### src/rtl/core/fpd_pkg.sv
// ============================================================================
// fpd_pkg
// shared types, constants and the crc-16 ccitt byte update for the decoder
// ============================================================================
package fpd_pkg;

    localparam int MAX_PAYLOAD_DEF = 1024;

    localparam int BYTE_W    = 8;
    localparam int WORD_W    = 16;
    localparam int INDEX_W   = 10;
    localparam int PLEN_W    = 11;
    localparam int CFG_IDX_W = 1;

    localparam logic [WORD_W-1:0] HEADER_RST = 16'h8668;
    localparam logic [WORD_W-1:0] FOOTER_RST = 16'h55AA;
    localparam logic [WORD_W-1:0] CRC_POLY   = 16'h1021;

    typedef enum logic [CFG_IDX_W-1:0] {
        REG_HEADER = 1'b0,
        REG_FOOTER = 1'b1
    } t_cfg_reg;

    typedef enum logic [1:0] {
        ST_INCOMPLETE = 2'd0,
        ST_BAD_LEN    = 2'd1,
        ST_BAD_FOOTER = 2'd2,
        ST_FRAME_OK   = 2'd3
    } t_status;

    typedef enum logic [1:0] {
        CRC_NONE  = 2'd0,
        CRC_START = 2'd1,
        CRC_CONT  = 2'd2
    } t_crc_op;

    typedef struct packed {
        t_status             status;
        t_crc_op             crc_op;
        logic                check;
        logic [WORD_W-1:0]   rx_crc;
        logic [BYTE_W-1:0]   data;
        logic                payload_valid;
        logic [INDEX_W-1:0]  payload_index;
        logic [BYTE_W-1:0]   packet_type;
        logic [PLEN_W-1:0]   payload_length;
    } t_cmd;

    typedef struct packed {
        t_status             status;
        logic                payload_valid;
        logic [BYTE_W-1:0]   payload_byte;
        logic [INDEX_W-1:0]  payload_index;
        logic [BYTE_W-1:0]   packet_type;
        logic [PLEN_W-1:0]   payload_length;
        logic                crc_ok;
    } t_result;

    function automatic logic [WORD_W-1:0] crc_step(input logic [WORD_W-1:0] crc,
                                                   input logic [BYTE_W-1:0] b);
        logic [WORD_W-1:0] c;
        c = crc ^ {b, 8'h00};
        for (int i = 0; i < 8; i++) begin
            if (c[WORD_W-1]) begin
                c = {c[WORD_W-2:0], 1'b0} ^ CRC_POLY;
            end else begin
                c = {c[WORD_W-2:0], 1'b0};
            end
        end
        return c;
    endfunction

endpackage

### src/rtl/core/fpd_fifo.sv
// ============================================================================
// fpd_fifo
// small register queue with count based full and empty flags
// ============================================================================
module fpd_fifo #(
    parameter int WIDTH = 8,
    parameter int DEPTH = 2
) (
    input  logic             i_clk,
    input  logic             i_rst_n,
    input  logic             i_push,
    input  logic [WIDTH-1:0] i_data,
    output logic             o_full,
    input  logic             i_pop,
    output logic [WIDTH-1:0] o_data,
    output logic             o_empty
);

    localparam int PTR_W = (DEPTH > 1) ? $clog2(DEPTH) : 1;
    localparam int CNT_W = $clog2(DEPTH + 1);
    localparam logic [PTR_W-1:0] PTR_LAST = PTR_W'(DEPTH - 1);
    localparam logic [CNT_W-1:0] CNT_FULL = CNT_W'(DEPTH);

    logic [WIDTH-1:0] r_mem [DEPTH];
    logic [PTR_W-1:0] r_wr;
    logic [PTR_W-1:0] r_rd;
    logic [CNT_W-1:0] r_count;
    logic             w_do_push;
    logic             w_do_pop;

    assign o_full    = (r_count == CNT_FULL);
    assign o_empty   = (r_count == '0);
    assign o_data    = r_mem[r_rd];
    assign w_do_push = i_push && !o_full;
    assign w_do_pop  = i_pop && !o_empty;

    always_ff @(posedge i_clk) begin
        if (!i_rst_n) begin
            r_wr    <= '0;
            r_rd    <= '0;
            r_count <= '0;
        end else begin
            if (w_do_push) begin
                r_wr <= (r_wr == PTR_LAST) ? '0 : r_wr + PTR_W'(1);
            end
            if (w_do_pop) begin
                r_rd <= (r_rd == PTR_LAST) ? '0 : r_rd + PTR_W'(1);
            end
            if (w_do_push && !w_do_pop) begin
                r_count <= r_count + CNT_W'(1);
            end else if (!w_do_push && w_do_pop) begin
                r_count <= r_count - CNT_W'(1);
            end
        end
    end

    always_ff @(posedge i_clk) begin
        if (w_do_push) begin
            r_mem[r_wr] <= i_data;
        end
    end

endmodule

### src/rtl/core/fpd_front.sv
// ============================================================================
// fpd_front
// header hunt, frame position tracking and per-byte classification
// ============================================================================
module fpd_front
    import fpd_pkg::*;
#(
    parameter int MAX_PAYLOAD = MAX_PAYLOAD_DEF
) (
    input  logic                 i_clk,
    input  logic                 i_rst_n,
    input  logic                 i_cfg_valid,
    input  logic [CFG_IDX_W-1:0] i_cfg_index,
    input  logic [WORD_W-1:0]    i_cfg_data,
    input  logic                 i_accept,
    input  logic [BYTE_W-1:0]    i_byte,
    output t_cmd                 o_cmd
);

    localparam int POS_W = $clog2(MAX_PAYLOAD + 9);
    localparam int LEN_W = $clog2(MAX_PAYLOAD + 4);
    localparam logic [WORD_W-1:0] LEN_MIN = WORD_W'(3);
    localparam logic [WORD_W-1:0] LEN_MAX = WORD_W'(MAX_PAYLOAD + 3);
    localparam logic [LEN_W-1:0]  LEN_OFS = LEN_W'(3);
    localparam logic [POS_W-1:0]  P2 = POS_W'(2);
    localparam logic [POS_W-1:0]  P3 = POS_W'(3);
    localparam logic [POS_W-1:0]  P4 = POS_W'(4);
    localparam logic [POS_W-1:0]  P5 = POS_W'(5);

    logic [WORD_W-1:0] r_header;
    logic [WORD_W-1:0] r_footer;
    logic [POS_W-1:0]  r_pos,     n_pos;
    logic              r_prefix,  n_prefix;
    logic [BYTE_W-1:0] r_len_hi,  n_len_hi;
    logic [LEN_W-1:0]  r_len,     n_len;
    logic [WORD_W-1:0] r_rx,      n_rx;
    logic [BYTE_W-1:0] r_type,    n_type;
    logic [BYTE_W-1:0] r_foot_hi, n_foot_hi;

    logic [WORD_W-1:0]        w_len16;
    logic [WORD_W-1:0]        w_foot;
    logic [POS_W-1:0]         w_len_pos;
    logic [POS_W-1:0]         w_idx;
    logic [POS_W+INDEX_W-1:0] w_idx_pad;
    logic [LEN_W-1:0]         w_plen;
    logic [LEN_W+PLEN_W-1:0]  w_plen_pad;

    assign w_len16    = {r_len_hi, i_byte};
    assign w_foot     = {r_foot_hi, i_byte};
    assign w_len_pos  = POS_W'(r_len);
    assign w_idx      = r_pos - P5;
    assign w_idx_pad  = {{INDEX_W{1'b0}}, w_idx};
    assign w_plen     = (n_len >= LEN_OFS) ? (n_len - LEN_OFS) : '0;
    assign w_plen_pad = {{PLEN_W{1'b0}}, w_plen};

    always_comb begin
        n_pos     = r_pos;
        n_prefix  = r_prefix;
        n_len_hi  = r_len_hi;
        n_len     = r_len;
        n_rx      = r_rx;
        n_type    = r_type;
        n_foot_hi = r_foot_hi;

        o_cmd               = '0;
        o_cmd.status        = ST_INCOMPLETE;
        o_cmd.crc_op        = CRC_NONE;
        o_cmd.data          = i_byte;

        if (r_pos == '0) begin
            if (r_prefix && (i_byte == r_header[7:0])) begin
                n_pos    = P2;
                n_prefix = 1'b0;
            end else begin
                n_prefix = (i_byte == r_header[15:8]);
            end
        end else begin
            n_pos = r_pos + POS_W'(1);
            if (r_pos == P2) begin
                n_len_hi     = i_byte;
                o_cmd.crc_op = CRC_START;
            end else if (r_pos == P3) begin
                if ((w_len16 < LEN_MIN) || (w_len16 > LEN_MAX)) begin
                    n_pos        = '0;
                    n_len_hi     = '0;
                    n_foot_hi    = '0;
                    n_rx         = '0;
                    n_prefix     = (i_byte == r_header[15:8]);
                    o_cmd.status = ST_BAD_LEN;
                end else begin
                    n_len        = LEN_W'(w_len16);
                    o_cmd.crc_op = CRC_CONT;
                end
            end else begin
                if (r_pos == P4) begin
                    n_type       = i_byte;
                    o_cmd.crc_op = CRC_CONT;
                end else if (r_pos < w_len_pos + P2) begin
                    o_cmd.payload_valid = 1'b1;
                    o_cmd.payload_index = w_idx_pad[INDEX_W-1:0];
                    o_cmd.crc_op        = CRC_CONT;
                end else if (r_pos == w_len_pos + P2) begin
                    n_rx = {i_byte, 8'h00};
                end else if (r_pos == w_len_pos + P3) begin
                    n_rx = r_rx | {8'h00, i_byte};
                end else if (r_pos == w_len_pos + P4) begin
                    n_foot_hi = i_byte;
                end
                if (r_pos >= w_len_pos + P5) begin
                    if ((r_pos != w_len_pos + P5) || (w_foot != r_footer)) begin
                        n_pos        = '0;
                        n_len_hi     = '0;
                        n_foot_hi    = '0;
                        n_rx         = '0;
                        n_prefix     = (i_byte == r_header[15:8]);
                        o_cmd.status = ST_BAD_FOOTER;
                        if (w_foot == r_header) begin
                            n_pos    = P2;
                            n_prefix = 1'b0;
                        end
                    end else begin
                        o_cmd.check  = 1'b1;
                        o_cmd.rx_crc = r_rx;
                        n_pos        = '0;
                        n_len_hi     = '0;
                        n_foot_hi    = '0;
                        n_rx         = '0;
                        n_prefix     = 1'b0;
                        o_cmd.status = ST_FRAME_OK;
                    end
                end
            end
        end

        o_cmd.packet_type    = n_type;
        o_cmd.payload_length = w_plen_pad[PLEN_W-1:0];
    end

    always_ff @(posedge i_clk) begin
        if (!i_rst_n) begin
            r_header  <= HEADER_RST;
            r_footer  <= FOOTER_RST;
            r_pos     <= '0;
            r_prefix  <= 1'b0;
            r_len_hi  <= '0;
            r_len     <= '0;
            r_rx      <= '0;
            r_type    <= '0;
            r_foot_hi <= '0;
        end else begin
            if (i_cfg_valid) begin
                unique case (t_cfg_reg'(i_cfg_index))
                    REG_HEADER: r_header <= i_cfg_data;
                    REG_FOOTER: r_footer <= i_cfg_data;
                    default: ;
                endcase
            end
            if (i_accept) begin
                r_pos     <= n_pos;
                r_prefix  <= n_prefix;
                r_len_hi  <= n_len_hi;
                r_len     <= n_len;
                r_rx      <= n_rx;
                r_type    <= n_type;
                r_foot_hi <= n_foot_hi;
            end
        end
    end

    // a completed frame always returns to the hunt
    a_done_hunts: assert property (@(posedge i_clk) disable iff (!i_rst_n)
        (i_accept && (o_cmd.status == ST_FRAME_OK)) |=> (r_pos == '0))
        else $error("frame complete did not return to hunt");

    // a length error is only raised on the length low byte
    a_len_pos: assert property (@(posedge i_clk) disable iff (!i_rst_n)
        (i_accept && (o_cmd.status == ST_BAD_LEN)) |-> (r_pos == P3))
        else $error("length error outside length field");

    // no payload transfer while hunting
    a_hunt_quiet: assert property (@(posedge i_clk) disable iff (!i_rst_n)
        (i_accept && (r_pos == '0)) |-> !o_cmd.payload_valid)
        else $error("payload byte flagged while hunting");

endmodule

### src/rtl/core/fpd_back.sv
// ============================================================================
// fpd_back
// crc-16 ccitt accumulation and result formation from classified bytes
// ============================================================================
module fpd_back
    import fpd_pkg::*;
(
    input  logic    i_clk,
    input  logic    i_rst_n,
    input  logic    i_cmd_empty,
    input  t_cmd    i_cmd,
    output logic    o_cmd_pop,
    input  logic    i_res_full,
    output logic    o_res_push,
    output t_result o_res
);

    logic [WORD_W-1:0] r_crc;
    logic [WORD_W-1:0] n_crc;
    logic              w_go;

    assign w_go       = !i_cmd_empty && !i_res_full;
    assign o_cmd_pop  = w_go;
    assign o_res_push = w_go;

    always_comb begin
        unique case (i_cmd.crc_op)
            CRC_START: n_crc = crc_step('0, i_cmd.data);
            CRC_CONT:  n_crc = crc_step(r_crc, i_cmd.data);
            default:   n_crc = r_crc;
        endcase
    end

    always_comb begin
        o_res.status         = i_cmd.status;
        o_res.payload_valid  = i_cmd.payload_valid;
        o_res.payload_byte   = i_cmd.payload_valid ? i_cmd.data : '0;
        o_res.payload_index  = i_cmd.payload_index;
        o_res.packet_type    = i_cmd.packet_type;
        o_res.payload_length = i_cmd.payload_length;
        o_res.crc_ok         = i_cmd.check && (i_cmd.rx_crc == r_crc);
    end

    always_ff @(posedge i_clk) begin
        if (!i_rst_n) begin
            r_crc <= '0;
        end else if (w_go) begin
            r_crc <= n_crc;
        end
    end

    // crc_ok is only reported with a complete frame
    a_crc_ok_done: assert property (@(posedge i_clk) disable iff (!i_rst_n)
        (w_go && o_res.crc_ok) |-> (o_res.status == ST_FRAME_OK))
        else $error("crc_ok set without frame complete");

endmodule

### src/rtl/core/framed_packet_decoder.sv
// ============================================================================
// framed_packet_decoder
// byte stream frame decoder with crc-16 ccitt check and payload streaming
// ============================================================================
// Takes one received byte per transfer and returns exactly one result per
// byte, in order. The decoder accepts a byte every clock cycle while results
// are popped. The front stage resolves the frame position and the back stage
// runs one full crc byte update per cycle while it has a byte and room for a
// result. A two-entry queue sits between them, and a second two-entry queue
// holds results until popped. A byte's result goes through the command queue
// and the back stage into the result queue on its way to the result ports.
// With pop held low the input side reports full after four bytes.
// Header and footer markers are written through the configuration channel,
// which is always ready; index 0 is the header and index 1 the footer.
module framed_packet_decoder
    import fpd_pkg::*;
#(
    parameter int MAX_PAYLOAD = MAX_PAYLOAD_DEF
) (
    input  logic                 i_clk,
    input  logic                 i_rst_n,
    input  logic                 push,
    output logic                 full,
    input  logic [BYTE_W-1:0]    i_in_byte,
    output logic                 empty,
    input  logic                 pop,
    output logic [1:0]           o_status,
    output logic                 o_payload_valid,
    output logic [BYTE_W-1:0]    o_payload_byte,
    output logic [INDEX_W-1:0]   o_payload_index,
    output logic [BYTE_W-1:0]    o_packet_type,
    output logic [PLEN_W-1:0]    o_payload_length,
    output logic                 o_crc_ok,
    input  logic                 i_cfg_valid,
    output logic                 o_cfg_ready,
    input  logic [CFG_IDX_W-1:0] i_cfg_index,
    input  logic [WORD_W-1:0]    i_cfg_data
);

    localparam int CMD_W = $bits(t_cmd);
    localparam int RES_W = $bits(t_result);

    logic             w_accept;
    t_cmd             w_front_cmd;
    logic             w_cmd_full;
    logic             w_cmd_empty;
    logic [CMD_W-1:0] w_cmd_data;
    t_cmd             w_back_cmd;
    logic             w_cmd_pop;
    logic             w_res_full;
    logic             w_res_push;
    t_result          w_back_res;
    logic [RES_W-1:0] w_res_data;
    t_result          w_out;

    assign o_cfg_ready = 1'b1;
    assign full        = w_cmd_full;
    assign w_accept    = push && !w_cmd_full;

    fpd_front #(
        .MAX_PAYLOAD (MAX_PAYLOAD)
    ) u_front (
        .i_clk       (i_clk),
        .i_rst_n     (i_rst_n),
        .i_cfg_valid (i_cfg_valid),
        .i_cfg_index (i_cfg_index),
        .i_cfg_data  (i_cfg_data),
        .i_accept    (w_accept),
        .i_byte      (i_in_byte),
        .o_cmd       (w_front_cmd)
    );

    fpd_fifo #(
        .WIDTH (CMD_W),
        .DEPTH (2)
    ) u_cmd_q (
        .i_clk   (i_clk),
        .i_rst_n (i_rst_n),
        .i_push  (w_accept),
        .i_data  (w_front_cmd),
        .o_full  (w_cmd_full),
        .i_pop   (w_cmd_pop),
        .o_data  (w_cmd_data),
        .o_empty (w_cmd_empty)
    );

    assign w_back_cmd = t_cmd'(w_cmd_data);

    fpd_back u_back (
        .i_clk       (i_clk),
        .i_rst_n     (i_rst_n),
        .i_cmd_empty (w_cmd_empty),
        .i_cmd       (w_back_cmd),
        .o_cmd_pop   (w_cmd_pop),
        .i_res_full  (w_res_full),
        .o_res_push  (w_res_push),
        .o_res       (w_back_res)
    );

    fpd_fifo #(
        .WIDTH (RES_W),
        .DEPTH (2)
    ) u_res_q (
        .i_clk   (i_clk),
        .i_rst_n (i_rst_n),
        .i_push  (w_res_push),
        .i_data  (w_back_res),
        .o_full  (w_res_full),
        .i_pop   (pop),
        .o_data  (w_res_data),
        .o_empty (empty)
    );

    assign w_out            = t_result'(w_res_data);
    assign o_status         = 2'(w_out.status);
    assign o_payload_valid  = w_out.payload_valid;
    assign o_payload_byte   = w_out.payload_byte;
    assign o_payload_index  = w_out.payload_index;
    assign o_packet_type    = w_out.packet_type;
    assign o_payload_length = w_out.payload_length;
    assign o_crc_ok         = w_out.crc_ok;

endmodule

### config.mk
export PLATFORM = sky130hd
export DESIGN_NAME = framed_packet_decoder
export DESIGN_NICKNAME = d
export VERILOG_FILES = /design/src/rtl/core/fpd_pkg.sv /design/src/rtl/core/fpd_fifo.sv /design/src/rtl/core/fpd_front.sv /design/src/rtl/core/fpd_back.sv /design/src/rtl/core/framed_packet_decoder.sv
export SDC_FILE = /design/constraint.sdc
export NUM_CORES = 1
export LEC_CHECK = 0
export ABC_CLOCK_PERIOD_IN_PS = 8900
export BUFFER_PORTS_ARGS = -buffer_cell sky130_fd_sc_hd__buf_4
export CAP_MARGIN = 30
export CORE_MARGIN = 5
export CORE_UTILIZATION = 67
export CTS_BUF_LIST = sky130_fd_sc_hd__clkbuf_16
export CTS_CLUSTER_DIAMETER = 60
export DETAILED_ROUTE_END_ITERATION = 6
export GPL_TIMING_DRIVEN = 1
export HOLD_SLACK_MARGIN = 0.06
export PLACE_DENSITY = 0.89
export SYNTH_ARGS = -nofsm -noshare
export SYNTH_HDL_FRONTEND = slang
export SYNTH_HIERARCHICAL = 1
export SYNTH_SLANG_ARGS = --single-unit
### constraint.sdc
create_clock -name i_clk -period 8.9 [get_ports i_clk]
set_input_delay 1.335 -clock i_clk [delete_from_list [all_inputs] [get_ports i_clk]]
set_output_delay 1.335 -clock i_clk [all_outputs]
set_load 0.05 [all_outputs]
* Word level (Yosys, flattened, before mapping)
Memory sizes are Yosys's and may differ from the RTL's. A register that Yosys moved wholly into a read port is not among the register bits. Index checks and enable logic that the tools add are counted.
Word-level totals: bits in registers 119, output and inout port bits 44, bits of input ports 30, bits in writable memories 200, memories 2
Memory list:
- u_cmd_q.r_mem | words 2, bits a word 59, rd ports 1, clocked after Yosys merged registers in 1, write ports 1, RTL line fpd_fifo.sv:24 | logic [WIDTH-1:0] r_mem [DEPTH];
- u_res_q.r_mem | words 2, bits a word 41, rd ports 1, clocked after Yosys merged registers in 1, write ports 1, RTL line fpd_fifo.sv:24
Cells by class: muxes and demuxes 110, magnitude comparators 5, $add $sub $neg 15, bitwise operators 21, reduce and logical (&&, ||, !) cells 40, eq/ne operators 25
Operator list (number):
- 2-to-1 mux 16 bit | 21
- 2-to-1 mux 13 bit | 16
- 2-to-1 mux 11 bit | 16
- 2-to-1 mux 8 bit | 16
- 2-to-1 mux 17 bit | 4
- inverter 3 bit | 16
- == test 11 bit | 3
- == test 16 bit | 2
- one-hot mux 16 bit (2 select lines) | 1
- 2-to-1 mux 2 bit | 12
- adder 11 x 2 -> 11 bit, second input constant | 2
- adder 11 x 3 -> 11 bit, second input constant | 2
- == test 11 x 2 -> 1 bit, second input constant | 2
- 2-to-1 mux 1 bit | 22
- 2-to-1 mux 21 bit | 1
- inequality test 3 x 2 -> 1 bit, second input constant | 6
- == test 8 bit | 2
- > comparator 16 x 11 -> 1 bit, second input constant | 1
- < comparator 16 x 2 -> 1 bit, second input constant | 1
- inequality test 16 bit | 1
- OR 16 x 8 -> 16 bit | 1
- XOR 16 bit | 1
- logical AND 1 bit | 12
- adder 11 x 1 -> 11 bit, second input constant | 1
- other kinds (27) | 54

* Logic depth before layout (Yosys ltp)
Gate-level depths: netlist of the first run.
depth in word-level cells 25, depth in mapped cells 16, mapped depth without buffers 14

* Hierarchy
Netlist of the first run, hierarchy kept.
By module, submodules not included:
- fpd_front | cells an instance 800, instances 1, area each 6436.2 µm²
- fpd_fifo at u_cmd_q | cells an instance 209, instances 1, area each 4526.8 µm²
- fpd_fifo at u_res_q | cells an instance 153, instances 1, area each 3183.1 µm²
- fpd_back | cells an instance 199, instances 1, area each 1611.5 µm²
- framed_packet_decoder | cells an instance 3, instances 1, area each 25.0 µm²

* Worst setup path before layout of the first run
No wires, ideal clock.
path type input port to flip-flop, start point input i_in_byte[5], end point memory u_cmd_q/r_mem[0][10] in the netlist's numbering (data pin), setup time 278 ps, cell stages on the path 13, arrival time 4346 ps, buffers on the path 4, slack 4276 ps, cell sequence or4_1 > buf_2 > or4b_4 > and3_4 > and3_1 > buf_2 > buf_6 > mux2_4 > ha_1 > buf_2 > nor4_1 > xnor2_1 > a211oi_2
RTL lines:
- start: declaration | RTL line framed_packet_decoder.sv:24 | input logic [BYTE_W-1:0] i_in_byte,
- end: declaration | RTL line fpd_fifo.sv:24

==> results of run 1 <==
## cells by family after synthesis
| group | count (synthesis) |
|---|---|
| buffers and inverters | 142 |
| AOI/OAI and AO/OA | 179 |
| DFF | 321 |
| and+or+nand+nor | 406 |
| adders and majority gates | 37 |
| muxes | 127 |
| other | 1 |
| xor gates and xnor gates | 151 |
## sequential cells by signal (all words and copies together) (netlist names), named ones only
| register | flops |
|---|---|
| u_front/r_footer | 16 |
| u_cmd_q/r_rd | 1 |
| u_res_q/r_mem | 82 |
| u_res_q/r_rd | 1 |
| u_front/r_foot_hi | 8 |
| u_front/r_len | 11 |
| u_res_q/r_count | 2 |
| u_cmd_q/r_count | 2 |
| u_front/r_len_hi | 8 |
| u_cmd_q/r_mem | 118 |
| u_cmd_q/r_wr | 1 |
| u_res_q/r_wr | 1 |
| u_front/r_rx | 16 |
| u_front/r_pos | 11 |
| u_front/r_header | 16 |
| u_front/r_type | 8 |
| u_front/r_prefix | 1 |
| u_back/r_crc | 16 |
## layout make-up
class,count,area [um^2],share of cell area
multi-input combinational,901,6624,0.3820
sequential,321,8431,0.4861
tap,319,399.1,0.02302
timing repair buffer,87,701.9,0.04048
clock buffer,34,850.8,0.04906
clock inverter,28,264.0,0.01522
inverter,19,71.32,0.004113
## final timing paths
kind / endpoint / startpoint / slack (ns)
max: u_cmd_q/r_mem[1][10] / i_in_byte[5] / 4.17
min: u_front/r_rx[4] / u_front/r_rx[4] / 0.46
max reg2reg: u_cmd_q/r_mem[0][38] / u_front/r_len[3] / 4.27
min reg2reg: u_front/r_rx[4] / u_front/r_rx[4] / 0.46
## placed cells by master (no fill, tap or decap), drive strengths merged, types with 37 or more instances in the layout
master,netlist,routed
nand3,43,43
mux2,113,113
nor2,79,79
nand2,114,114
dfxtp,121,121
xor2,73,73
xnor2,78,78
ha,37,37
edfxtp,200,200
buf,74,87
a21oi,59,59
## power groups by stage
| stage | clock (W) | sequential [W] | combinational (W) |
|---|---|---|---|
| floorplan | 0 | 0.00209 | 0.00155 |
| global placement | 0 | 0.00214 | 0.00180 |
| detailed placement | 0 | 0.00215 | 0.00189 |
| CTS | 0.00140 | 0.00213 | 0.00192 |
| global route | 0.00147 | 0.00215 | 0.00203 |
| finish | 0.00139 | 0.00213 | 0.00191 |
## metrics by stage
| stage | util | setup WS, ns |
|---|---|---|
| after floorplan | - | 4.276 |
| after global placement | 0.6908 | 3.624 |
| after detailed placement | 0.6955 | 3.754 |
| after CTS | 0.7432 | 4.287 |
| after global routing | 0.7432 | 4.063 |
| final | 0.7432 | 4.166 |
## layer usage
layer  vias to the layer above  GRT usage
met5                         -          0
met1                      5173     0.3530
met3                        98    0.04063
met4                         0     0.1117
met2                       474     0.4519
li1                       4860          -
## worst register-to-register path, stage by stage, from the launching register on
cell and delay [ns]:
sky130_fd_sc_hd__dfxtp_1 0.75, sky130_fd_sc_hd__ha_1 0.43, sky130_fd_sc_hd__a21oi_1 0.10, sky130_fd_sc_hd__nand3b_1 0.24
sky130_fd_sc_hd__nor2_1 0.19, sky130_fd_sc_hd__xnor2_1 0.09, sky130_fd_sc_hd__ha_1 0.33, sky130_fd_sc_hd__and4_1 0.25
sky130_fd_sc_hd__nand4_1 0.20, sky130_fd_sc_hd__nor4_1 0.74, sky130_fd_sc_hd__nor2b_1 0.67, sky130_fd_sc_hd__buf_4 0.28
sky130_fd_sc_hd__and2_1 0.20
==> flow_summary.rst, run 1 <==
.. list-table::
   :header-rows: 1

   * - Metric
     - Value
   * - Overflow after GRT
     - 0
   * - Switching power
     - 0.001941 W
   * - Critical path peak fanout
     - 18
   * - Pleak
     - 6.530 nW
   * - Count of unresolved DRC violations after routing
     - 0
   * - Buffer depth of the longest clock path
     - 3
   * - Vias
     - 10610
   * - Top cell type by total area after synthesis
     - sky130_fd_sc_hd__edfxtp_1
   * - Combinational Power Share
     - 0.353
   * - Status
     - finished, final reports clean
   * - Post_cts resized
     - 0
   * - Met2 wire length
     - 17.28 mm
   * - Total negative slack
     - 0 ns
   * - Number of max-cap violations
     - 0
   * - Antenna violations before repair
     - 0
   * - Worst-case headroom to the max-slew limit
     - 0.3863
   * - Detail-routed via count per cell
     - 6.205
   * - Detailed-router iteration count before antenna repair
     - 5
   * - Critical Path RT
     - 9.23 ns
   * - # rows
     - 56
   * - Count of flip-flops with a built-in enable after synthesis
     - 200
   * - Slowest cell on the critical path
     - sky130_fd_sc_hd__or4_1
   * - Final critical path time including I/O delays and setup
     - 4.734 ns
   * - Final Net Count
     - 1431
   * - CP Capture Type
     - register
   * - Crit path cell chain
     - buf_4 > or4_1 > or4b_4 > and3_4 > and3_1 > buf_16 > mux2_4 > ha_1 > nor4_1 > xor2_1 > nor2_1 > a211oi_2
   * - Hold_ws
     - 0.4588 ns
   * - Maximum number of pins on one net before global-route repair
     - 61
   * - WL met1
     - 14.48 mm
   * - Number of buffers inserted during clock tree synthesis
     - 34
   * - HPWL after DPL
     - 23.60 mm
   * - Delay of the slowest cell on the worst path
     - 0.67 ns
   * - Reg2reg path depth
     - 12
   * - Cell area power density
     - 312.9 nW/um^2
   * - Count of input and output buffers
     - 72
   * - Yosys top cell area share
     - 0.3805
   * - Post-synthesis compound-gate area fraction
     - 0.07999
   * - Actual transition at the worst max-transition pin
     - 0.9130 ns
   * - Layout Skew
     - 0.01322 ns
   * - Number of placed cells counting well taps
     - 1647
   * - DRT Wirelength
     - 35.92 mm
   * - Area added between synthesis and finish
     - 9.878%
   * - Count of non-filler cells in the finished layout
     - 1709
   * - Number of distinct library cells after synthesis
     - 70
   * - CORE AREA
     - 23330 um^2
   * - Synthesized instance count
     - 1364
   * - Endpoints failing hold
     - 0
   * - Final clock period utilization by the worst path
     - 0.5319
   * - Syn Area/Cell
     - 11.57 um^2
   * - Highest layer used for signal routing
     - met4
   * - Chip Height
     - 163.5 um
   * - Internal Pwr Total
     - 0.003485 W
   * - Clock transition time at the flip-flop clock pins of the worst setup and hold paths
     - 0.06 ns
   * - CTS tree
     - built
   * - Critical Path Source Type
     - input pin
   * - Sequential-to-total area share from yosys stat
     - 0.5340
   * - Count of endpoints failing setup in the final report
     - 0
   * - Post-place instance area
     - 16230 um^2
   * - Worst IR Drop VDD
     - 0.0001963 V
   * - Fraction of power consumed by sequential logic
     - 0.392
   * - Share of final-layout standard cells stronger than drive strength 1
     - 0.2014
   * - Total standard cell area after synthesis
     - 15780 um^2
   * - Simple-gate area share of the yosys netlist
     - 0.1303
   * - Routability Congestion
     - 0.9500
   * - Total Die Area
     - 26730 um^2
   * - Routed WL per cell
     - 21.02 um
   * - Post-layout power
     - 0.005426 W
   * - Final cell area excluding filler cells
     - 17340 um^2
   * - Total of fill cells in the finished design
     - 1441
   * - Critical path's top delay family
     - simple AND/OR/NAND/NOR gates
   * - Quantity of hold-fixing buffers added after cts
     - 0
   * - Via count of the first global-routing pass
     - 10490
   * - Count of H-tree levels built during CTS
     - 2
   * - Multiplexer share of the synthesized area
     - 0.09339
   * - Class of the tightest hold or removal check
     - reg2reg
   * - Clk root buf
     - sky130_fd_sc_hd__clkbuf_16
   * - Part of the power in the clock network
     - 0.255
   * - Most instantiated flip-flop cell in the synthesis netlist
     - sky130_fd_sc_hd__edfxtp_1
   * - Post-synthesis register bit count
     - 321
   * - Stages on the worst setup path
     - 12
   * - Number of routed nets with antenna violations
     - 0
   * - Most instantiated library cell after synthesis
     - sky130_fd_sc_hd__edfxtp_1
   * - Data arrival at the endpoint of the critical path
     - 5.07 ns
   * - Met3 WL
     - 2.727 mm
   * - Clk sinks
     - 321
   * - Dominant cells by area after synthesis
     - sky130_fd_sc_hd__edfxtp_1 38%, sky130_fd_sc_hd__dfxtp_1 15%, sky130_fd_sc_hd__mux2_2 7.0%, sky130_fd_sc_hd__xnor2_1 4.3%, sky130_fd_sc_hd__xor2_1 3.9%
   * - Cells on Worst Hold Path
     - 1
   * - Most common library cells after synthesis
     - 200 x sky130_fd_sc_hd__edfxtp_1, 121 x sky130_fd_sc_hd__dfxtp_1, 114 x sky130_fd_sc_hd__nand2_1, 98 x sky130_fd_sc_hd__mux2_2, 79 x sky130_fd_sc_hd__nor2_1
   * - Total inserted antenna cells
     - 0
   * - Fraction of the mapped netlist area in adder cells
     - 0.02933
   * - Insertion delay of the later-clocked pin in the worst-skew pair
     - 0.53 ns
   * - Setup repair bufs after CTS
     - 0
   * - Largest family of logic cells by synthesized area
     - simple AND/OR/NAND/NOR gates
   * - Xor/xnor cell area share of the yosys netlist
     - 0.08475
   * - WP buf/inv
     - 2
   * - Ports
     - 74
   * - Start-to-end type of the worst setup path
     - in2reg
   * - Setup repair after global routing missed its margin
     - no
   * - Number of warning messages in the yosys log
     - 6
   * - Global-route wire length before repair
     - 56.56 mm
   * - Total GRT Usage
     - 0.2693
   * - Switching share of power
     - 0.3577
   * - Async S/R FF share, synth
     - 0
   * - Detailed router's first-iteration violation count
     - 917
   * - Initial standard-cell utilization of the core
     - 0.6764
   * - Nets in the synthesized netlist
     - 1431
   * - Final Slew Violations
     - 0
   * - Chip Width
     - 163.5 um
   * - F_max
     - 211.2 MHz
Power figures use the tool's default switching activity.
==> run 2, diff against run 1 <==
Settings changed: ABC_CLOCK_PERIOD_IN_PS 8900 to 4750, CORE_UTILIZATION 67 to 62, PLACE_DENSITY 0.89 to 0.83.
Clock period 8.9 ns to 4.75 ns, I/O delays scaled along.
==> run 2 against run 1 <==
Power increased by 80%. Combinational power increased by 82%. Register-to-register slack got worse by 3.4 ns. Critical endpoint unchanged. Sequential share of layout area increased by 0.31 points. Clock power increased by 65%. Setup slack got worse by 3.4 ns. Flip-flop and latch count unchanged.
==> flow_summary.rst, run 2 (synthesis gave the netlist of run 1 again) <==
.. list-table::
   :header-rows: 1

   * - Metric
     - Value
   * - Status
     - finished, final reports clean (unchanged)
   * - Critical path's top delay family
     - simple AND/OR/NAND/NOR gates (unchanged)
   * - Vias
     - 10340 (was 10610)
   * - Setup repair bufs after CTS
     - 0 (unchanged)
   * - Multi-input combinational cell area
     - 6624 um^2 (unchanged)
   * - Count of endpoints failing setup in the final report
     - 0 (unchanged)
   * - Share of final-layout standard cells stronger than drive strength 1
     - 0.2003 (was 0.2014)
   * - Worst min-delay path startpoint
     - i_cfg_data[12] (was u_front/r_rx[4])
   * - Layer carrying the most global-route usage
     - met2 (unchanged)
   * - Clk root buf
     - sky130_fd_sc_hd__clkbuf_16 (unchanged)
   * - Critical path peak fanout
     - 15 (was 18)
   * - Class of the tightest hold or removal check
     - in2reg (was reg2reg)
   * - Cell area power density
     - 568.3 nW/um^2 (was 312.9 nW/um^2)
   * - Quantity of hold-fixing buffers added after cts
     - 0 (unchanged)
   * - Global-route wire length before repair
     - 55.46 mm (was 56.56 mm)
   * - Number of routed nets with antenna violations
     - 0 (unchanged)
   * - DRT Wirelength
     - 34.72 mm (was 35.92 mm)
   * - F_max
     - 253.5 MHz
   * - # rows
     - 58 (was 56)
   * - Total of fill cells in the finished design
     - 1801 (was 1441)
   * - Cells on Worst Hold Path
     - 3 (was 1)
   * - Buffer depth of the longest clock path
     - 3 (unchanged)
   * - Chip Width
     - 169.6 um (was 163.5 um)
   * - Most common cell after layout, fill and taps aside
     - sky130_fd_sc_hd__edfxtp_1 (unchanged)
   * - Routing usage on met3
     - 0.04170 (was 0.04063)
   * - Final cell area excluding filler cells
     - 17230 um^2 (was 17340 um^2)
   * - Critical Path RT
     - 5.12 ns (was 9.23 ns)
   * - Ports
     - 74 (unchanged)
   * - Final clock period utilization by the worst path
     - 0.8303
   * - Endpoint of the worst-slack reg-to-reg timing path
     - u_cmd_q/r_mem[1][10] (was u_cmd_q/r_mem[0][38])
   * - Actual transition at the worst max-transition pin
     - 1.093 ns (was 0.9130 ns)
   * - Routability Congestion
     - 0.9127 (was 0.9500)
   * - Worst slack after detailed placement
     - 0.3668 ns (was 3.754 ns)
   * - Overflow after GRT
     - 0 (unchanged)
   * - Internal Pwr Total
     - 0.006317 W (was 0.003485 W)
   * - Reg2reg path depth
     - 10 (was 12)
   * - Top reg by flops
     - u_cmd_q/r_mem (unchanged)
   * - Start-to-end type of the worst setup path
     - in2reg (unchanged)
   * - WP buf/inv
     - 1 (was 2)
   * - Antenna violations before repair
     - 0 (unchanged)
   * - Routed WL per cell
     - 20.15 um (was 21.02 um)
   * - Area added between synthesis and finish
     - 9.173% (was 9.878%)
   * - CP Capture Type
     - register (unchanged)
   * - Total inserted antenna cells
     - 0 (unchanged)
   * - Clk sinks
     - 321 (unchanged)
   * - Switching share of power
     - 0.3549 (was 0.3577)
   * - Combinational Power Share
     - 0.356 (was 0.353)
   * - Slowest cell on the critical path
     - sky130_fd_sc_hd__or4_1 (unchanged)
   * - Reg area
     - 8431 um^2 (unchanged)
   * - Final Net Count
     - 1437 (was 1431)
   * - Final critical path time including I/O delays and setup
     - 3.944 ns
   * - Final core utilization
     - 0.6862 (was 0.7432)
   * - Number of buffers inserted during clock tree synthesis
     - 31 (was 34)
   * - HPWL after DPL
     - 23.41 mm (was 23.60 mm)
   * - GR Util met1
     - 0.3213 (was 0.3530)
   * - Maximum number of pins on one net before global-route repair
     - 61 (unchanged)
   * - Registers with the most flip-flops
     - u_cmd_q/r_mem x118, u_res_q/r_mem x82 (unchanged)
   * - Worst Setup Slack, final
     - 0.8059 ns (was 4.166 ns)
   * - Detailed-router iteration count before antenna repair
     - 5 (unchanged)
   * - End of the worst hold path
     - u_front/r_footer[12] (was u_front/r_rx[4])
   * - Crit path cell chain
     - buf_4 > or4_1 > or4b_4 > and3_4 > and3_1 > mux2_4 > ha_1 > nor4_1 > xor2_1 > nor2_1 > a211oi_2 (was buf_4 > or4_1 > or4b_4 > and3_4 > and3_1 > buf_16 > mux2_4 > ha_1 > nor4_1 > xor2_1 > nor2_1 > a211oi_2)
   * - Layout Skew
     - 0.02236 ns (was 0.01322 ns)
   * - Max reg flops
     - 118 (unchanged)
   * - CTS tree
     - built (unchanged)
   * - Detailed router's first-iteration violation count
     - 934 (was 917)
   * - Count of H-tree levels built during CTS
     - 1 (was 2)
   * - Total GRT Usage
     - 0.2392 (was 0.2693)
   * - Post_cts resized
     - 0 (unchanged)
   * - Reg-to-reg critical path startpoint
     - u_front/r_pos[3] (was u_front/r_len[3])
   * - Count of input and output buffers
     - 72 (unchanged)
   * - Fraction of power consumed by sequential logic
     - 0.410 (was 0.392)
   * - Worst-case headroom to the max-slew limit
     - 0.2650 (was 0.3863)
   * - Detail-routed via count per cell
     - 6.001 (was 6.205)
   * - Post-place instance area
     - 16290 um^2 (was 16230 um^2)
   * - Number of max-cap violations
     - 0 (unchanged)
   * - Most frequent cells in the layout
     - 200 x sky130_fd_sc_hd__edfxtp_1, 119 x sky130_fd_sc_hd__dfxtp_1, 114 x sky130_fd_sc_hd__nand2_1, 98 x sky130_fd_sc_hd__mux2_2, 93 x sky130_fd_sc_hd__buf_4 (was 200 x sky130_fd_sc_hd__edfxtp_1, 119 x sky130_fd_sc_hd__dfxtp_1, 114 x sky130_fd_sc_hd__nand2_1, 98 x sky130_fd_sc_hd__mux2_2, 83 x sky130_fd_sc_hd__buf_4)
   * - Fraction of met2 tracks used by global routing
     - 0.4021 (was 0.4519)
   * - Chip Height
     - 169.6 um (was 163.5 um)
   * - Worst IR Drop VDD
     - 0.0004768 V (was 0.0001963 V)
   * - Insertion delay of the later-clocked pin in the worst-skew pair
     - 0.56 ns (was 0.53 ns)
   * - CORE AREA
     - 25110 um^2 (was 23330 um^2)
   * - Total Die Area
     - 28750 um^2 (was 26730 um^2)
   * - Clock transition time at the flip-flop clock pins of the worst setup and hold paths
     - 0.06 ns (about the same)
   * - Count of non-filler cells in the finished layout
     - 1723 (was 1709)
   * - Count of unresolved DRC violations after routing
     - 0 (unchanged)
   * - Switching power
     - 0.003475 W (was 0.001941 W)
   * - Total negative slack
     - 0 ns (unchanged)
   * - Final Slew Violations
     - 0 (unchanged)
   * - Initial standard-cell utilization of the core
     - 0.6286 (was 0.6764)
   * - R2R setup slack
     - 0.86 ns (was 4.27 ns)
   * - Pleak
     - 6.504 nW (was 6.530 nW)
   * - Part of the power in the clock network
     - 0.234 (was 0.255)
   * - Setup repair after global routing missed its margin
     - no (unchanged)
   * - Data arrival at the endpoint of the critical path
     - 4.31 ns (was 5.07 ns)
   * - Critical Path Source Type
     - input pin (unchanged)
   * - Number of placed cells counting well taps
     - 1667 (was 1647)
   * - Delay of the slowest cell on the worst path
     - 0.65 ns (was 0.67 ns)
   * - Worst setup path start
     - i_in_byte[2] (was i_in_byte[5])
   * - Endpoints failing hold
     - 0 (unchanged)
   * - Via count of the first global-routing pass
     - 10330 (was 10490)
==> run 2: cell types whose count changed in the layout (fill, tap and decap cells not counted), moves of 2 or more <==
| cell | previous run | this run |
|---|---|---|
| sky130_fd_sc_hd__clkbuf_16 | 34 | 31 |
| sky130_fd_sc_hd__clkinv_8 | 3 | 0 |
| sky130_fd_sc_hd__clkinv_4 | 0 | 2 |
| sky130_fd_sc_hd__buf_4 | 83 | 93 |
| sky130_fd_sc_hd__clkinv_2 | 7 | 4 |
| sky130_fd_sc_hd__inv_1 | 22 | 27 |
==> run 2: through the flow <==
step | hold slack, ns | power (W)
2_1_floorplan | 0.4303 | 0.006815
3_3_place_gp | 0.4390 | 0.007397
3_5_place_dp | 0.4484 | 0.007536
4_1_cts | 0.3516 | 0.009847
5_1_grt | 0.3743 | 0.01023
6_report | 0.3799 | 0.009792
==> run 2: how the worst max path moves through the flow <==
stage | to | slack [ns] | cells after the start
after global routing | u_cmd_q/r_mem[1][0] | 0.72 | 8
after global placement | u_cmd_q/r_mem[0][4] | 0.44 | 9
after CTS | u_cmd_q/r_mem[1][1] | 0.91 | 9
after floorplan | u_cmd_q/r_mem[0][10] | 0.75 | 13
final | u_cmd_q/r_mem[1][10] | 0.81 | 11
after detailed placement | u_cmd_q/r_mem[1][10] | 0.37 | 11
==> run 2: layout make-up <==
type,count,area share
timing repair buffer,96,0.04350
clock inverter,25,0.009658
clock buffer,31,0.04502
tap,330,0.02396
sequential,321,0.4893
inverter,19,0.004139
multi-input combinational,901,0.3844
==> run 2: power groups by stage <==
| stage | registers, W | logic [W] | clock network (W) |
|---|---|---|---|
| after floorplan | 0.00392 | 0.00290 | 0 |
| after global placement | 0.00408 | 0.00332 | 0 |
| after detailed placement | 0.00408 | 0.00346 | 0 |
| after CTS | 0.00402 | 0.00350 | 0.00233 |
| after global routing | 0.00408 | 0.00370 | 0.00245 |
| final | 0.00402 | 0.00348 | 0.00229 |
==> run 2: layer usage <==
layer  vias up  share of wire
met5         -              0
met4         0          0.027
met3        66          0.066
met2       363           0.48
met1      5055           0.42
li1       4856              -
==> run 2: worst register-to-register path, cell delays in order (launching register included) <==
cell and delay (ns):
sky130_fd_sc_hd__dfxtp_1 0.50, sky130_fd_sc_hd__or4_1 0.67, sky130_fd_sc_hd__nor2_1 0.19, sky130_fd_sc_hd__and2_1 0.20, sky130_fd_sc_hd__and3_1 0.50, sky130_fd_sc_hd__mux2_4 0.37
sky130_fd_sc_hd__ha_1 0.38, sky130_fd_sc_hd__nor4_1 0.41, sky130_fd_sc_hd__xor2_1 0.19, sky130_fd_sc_hd__nor2_1 0.07, sky130_fd_sc_hd__a211oi_2 0.25
==> run 3, diff against run 2 <==
Settings changed: ABC_CLOCK_PERIOD_IN_PS 4750 to 3600, CORE_UTILIZATION 62 to 56, PLACE_DENSITY 0.83 to 0.8.
Clock period 4.75 ns to 3.6 ns, I/O delays scaled along.
==> run 3 against run 2 <==
Sequential share of layout area is 1.8 points lower. Power grew 39%. Combinational power up 35%. Highest routed layer unchanged. Register-to-register slack got worse by 0.67 ns. Clock power is 59% higher. Clock skew down 0.0095 ns. Largest cell class unchanged. Final cell count up 5.3%. First-iteration DRC count rose by 3.5%. Non-clock buffer count increased by 33. Design area is 3.8% higher. Sequential power up 31%. Via count rose by 0.82%.
==> flow_summary.rst, run 3 (synthesis gave the netlist of run 1 again) <==
.. list-table::
   :header-rows: 1

   * - Metric
     - Value
   * - Status
     - finished, final reports clean (unchanged)
   * - Critical Path Source Type
     - register (was input pin)
   * - Routability Congestion
     - 0.9205 (was 0.9127)
   * - Worst-case headroom to the max-slew limit
     - 0.3170 (was 0.2650)
   * - Pleak
     - 6.815 nW (was 6.504 nW)
   * - Count of unresolved DRC violations after routing
     - 0 (unchanged)
   * - Total negative slack
     - 0 ns (unchanged)
   * - Max reg flops
     - 118 (unchanged)
   * - Number of routed nets with antenna violations
     - 0 (unchanged)
   * - Cells on Worst Hold Path
     - 3 (unchanged)
   * - Critical Path RT
     - 3.98 ns (was 5.12 ns)
   * - Worst slack after detailed placement
     - -0.03616 ns (was 0.3668 ns)
   * - Final clock period utilization by the worst path
     - 0.9478
   * - Clk root buf
     - sky130_fd_sc_hd__clkbuf_16 (unchanged)
   * - Worst Setup Slack, final
     - 0.1878 ns (was 0.8059 ns)
   * - Most frequent cells in the layout
     - 200 x sky130_fd_sc_hd__edfxtp_1, 122 x sky130_fd_sc_hd__buf_4, 118 x sky130_fd_sc_hd__dfxtp_1, 114 x sky130_fd_sc_hd__nand2_1, 98 x sky130_fd_sc_hd__mux2_2 (was 200 x sky130_fd_sc_hd__edfxtp_1, 119 x sky130_fd_sc_hd__dfxtp_1, 114 x sky130_fd_sc_hd__nand2_1, 98 x sky130_fd_sc_hd__mux2_2, 93 x sky130_fd_sc_hd__buf_4)
   * - Number of buffers inserted during clock tree synthesis
     - 36 (was 31)
   * - Clk sinks
     - 321 (unchanged)
   * - Cell area power density
     - 759.7 nW/um^2 (was 568.3 nW/um^2)
   * - Multi-input combinational cell area
     - 6660 um^2 (was 6624 um^2)
   * - Final Slew Violations
     - 0 (unchanged)
   * - Final critical path time including I/O delays and setup
     - 3.412 ns
   * - Clock transition time at the flip-flop clock pins of the worst setup and hold paths
     - 0.06 ns (about the same)
   * - Combinational Power Share
     - 0.345 (was 0.356)
   * - Maximum number of pins on one net before global-route repair
     - 61 (unchanged)
   * - Start-to-end type of the worst setup path
     - reg2reg (was in2reg)
   * - Vias
     - 10430 (was 10340)
   * - F_max
     - 293.1 MHz
   * - HPWL after DPL
     - 23.91 mm (was 23.41 mm)
   * - Reg-to-reg critical path startpoint
     - u_front/r_len[5] (was u_front/r_pos[3])
   * - Number of max-cap violations
     - 0 (unchanged)
   * - Total of fill cells in the finished design
     - 2103 (was 1801)
   * - Count of non-filler cells in the finished layout
     - 1814 (was 1723)
   * - Share of final-layout standard cells stronger than drive strength 1
     - 0.2305 (was 0.2003)
   * - Area added between synthesis and finish
     - 13.37% (was 9.173%)
   * - DRT Wirelength
     - 35.39 mm (was 34.72 mm)
   * - Part of the power in the clock network
     - 0.269 (was 0.234)
   * - Chip Height
     - 177.9 um (was 169.6 um)
   * - Overflow after GRT
     - 0 (unchanged)
   * - Total inserted antenna cells
     - 0 (unchanged)
   * - Registers with the most flip-flops
     - u_cmd_q/r_mem x118, u_res_q/r_mem x82 (unchanged)
   * - R2R setup slack
     - 0.19 ns (was 0.86 ns)
   * - Hold_ws
     - 0.2500 ns (was 0.3799 ns)
   * - CP Capture Type
     - register (unchanged)
   * - Initial standard-cell utilization of the core
     - 0.5681 (was 0.6286)
   * - Data arrival at the endpoint of the critical path
     - 3.79 ns (was 4.31 ns)
   * - Detailed router's first-iteration violation count
     - 967 (was 934)
   * - Via count of the first global-routing pass
     - 10350 (was 10330)
   * - Worst IR Drop VDD
     - 0.0004443 V (was 0.0004768 V)
   * - Detailed-router iteration count before antenna repair
     - 5 (unchanged)
   * - Total Die Area
     - 31640 um^2 (was 28750 um^2)
   * - Routed WL per cell
     - 19.51 um (was 20.15 um)
   * - Insertion delay of the later-clocked pin in the worst-skew pair
     - 0.52 ns (was 0.56 ns)
   * - Endpoints failing hold
     - 0 (unchanged)
   * - Antenna violations before repair
     - 0 (unchanged)
   * - Number of placed cells counting well taps
     - 1748 (was 1667)
   * - Post-layout power
     - 0.01359 W (was 0.009792 W)
   * - Endpoint of the worst-slack reg-to-reg timing path
     - u_cmd_q/r_mem[0][21] (was u_cmd_q/r_mem[1][10])
   * - Worst min-delay path startpoint
     - i_cfg_data[10] (was i_cfg_data[12])
   * - Actual transition at the worst max-transition pin
     - 1.023 ns (was 1.093 ns)
   * - Buffer depth of the longest clock path
     - 3 (unchanged)
   * - Internal Pwr Total
     - 0.008893 W (was 0.006317 W)
   * - Reg area
     - 8432 um^2 (was 8431 um^2)
   * - # rows
     - 61 (was 58)
   * - Switching power
     - 0.004701 W (was 0.003475 W)
   * - Layout Skew
     - 0.01286 ns (was 0.02236 ns)
   * - Ports
     - 74 (unchanged)
   * - Global-route wire length before repair
     - 56.26 mm (was 55.46 mm)
   * - Chip Width
     - 177.9 um (was 169.6 um)
   * - Fraction of power consumed by sequential logic
     - 0.386 (was 0.410)
   * - Top reg by flops
     - u_cmd_q/r_mem (unchanged)
   * - CORE AREA
     - 27780 um^2 (was 25110 um^2)
   * - Class of the tightest hold or removal check
     - in2reg (unchanged)
   * - Critical path peak fanout
     - 12 (was 15)
   * - Count of endpoints failing setup in the final report
     - 0 (unchanged)
   * - End of the worst hold path
     - u_front/r_header[10] (was u_front/r_footer[12])
   * - Count of H-tree levels built during CTS
     - 2 (was 1)
   * - CTS tree
     - built (unchanged)
   * - Detail-routed via count per cell
     - 5.747 (was 6.001)
   * - Switching share of power
     - 0.3458 (was 0.3549)
   * - Most common cell after layout, fill and taps aside
     - sky130_fd_sc_hd__edfxtp_1 (unchanged)
   * - Final Net Count
     - 1475 (was 1437)
   * - Setup repair after global routing missed its margin
     - no (unchanged)
   * - Count of input and output buffers
     - 72 (unchanged)
   * - Reg2reg path depth
     - 13 (was 10)
   * - Total GRT Usage
     - 0.2239 (was 0.2392)
run 3: power groups by stage:
stage          combinational [W]  sequential, W  clock, W
3_5_place_dp             0.00467        0.00532         0
6_report                 0.00469        0.00525   0.00365
2_1_floorplan            0.00383        0.00517         0
5_1_grt                  0.00499        0.00532   0.00386
4_1_cts                  0.00471        0.00525   0.00370
3_3_place_gp             0.00449        0.00532         0
run 3: per-stage QoR:
stage               area (um^2)  utilization
detailed placement        16670       0.5999
CTS                       17880       0.6436
finish                    17890       0.6441
floorplan                 15840            -
global route              17890       0.6441
global placement          16620       0.5981
run 3: layer usage:
layer | routed length (um) | global-route usage | vias up
met5 | 0 | 0 | -
met4 | 877 | 0.07025 | 0
met3 | 2082 | 0.03323 | 65
met2 | 16970 | 0.3668 | 325
met1 | 15450 | 0.3092 | 5090
li1 | - | - | 4945
run 3: worst max path at each step:
stage / from / endpoint / cells after the start
after global routing: u_front/r_len[2] / u_front/r_rx[10] / 14
after floorplan: i_in_byte[5] / u_cmd_q/r_mem[0][1] / 12
final: u_front/r_len[5] / u_cmd_q/r_mem[0][21] / 13
after CTS: u_front/r_len[2] / u_front/r_rx[10] / 14
after global placement: i_in_byte[5] / u_cmd_q/r_mem[1][10] / 11
after detailed placement: u_front/r_len[2] / u_front/r_foot_hi[7] / 13
run 3: area by class of cell:
class / instances / share of cell area
Inverter: 19 / 0.003986
Clock buffer: 38 / 0.05314
Tap cell: 378 / 0.02643
Sequential cell: 321 / 0.4712
Clock inverter: 28 / 0.01447
Timing Repair Buffer: 129 / 0.05853
Multi-Input combinational cell: 901 / 0.3722
run 3: repair_timing:
action | CTS | global route
endpoints found under the setup margin | 8 | 60
gates resized for setup | 1 | 3
hold buffers | 0 | 0
buffers inserted | 0 | 0
pin swaps | 0 | 0
run 3: critical path, cell delays in order, from the launching register on:
cell,delay [ns]
sky130_fd_sc_hd__dfxtp_1,0.68
sky130_fd_sc_hd__nand2_1,0.20
sky130_fd_sc_hd__nor2_1,0.18
sky130_fd_sc_hd__xnor2_1,0.13
sky130_fd_sc_hd__ha_1,0.27
sky130_fd_sc_hd__a21oi_1,0.16
sky130_fd_sc_hd__a21oi_1,0.08
sky130_fd_sc_hd__o21ai_0,0.19
sky130_fd_sc_hd__buf_4,0.16
sky130_fd_sc_hd__nand3_1,0.12
sky130_fd_sc_hd__or3_1,0.40
sky130_fd_sc_hd__buf_4,0.20
sky130_fd_sc_hd__nor3_1,0.32
sky130_fd_sc_hd__buf_4,0.18
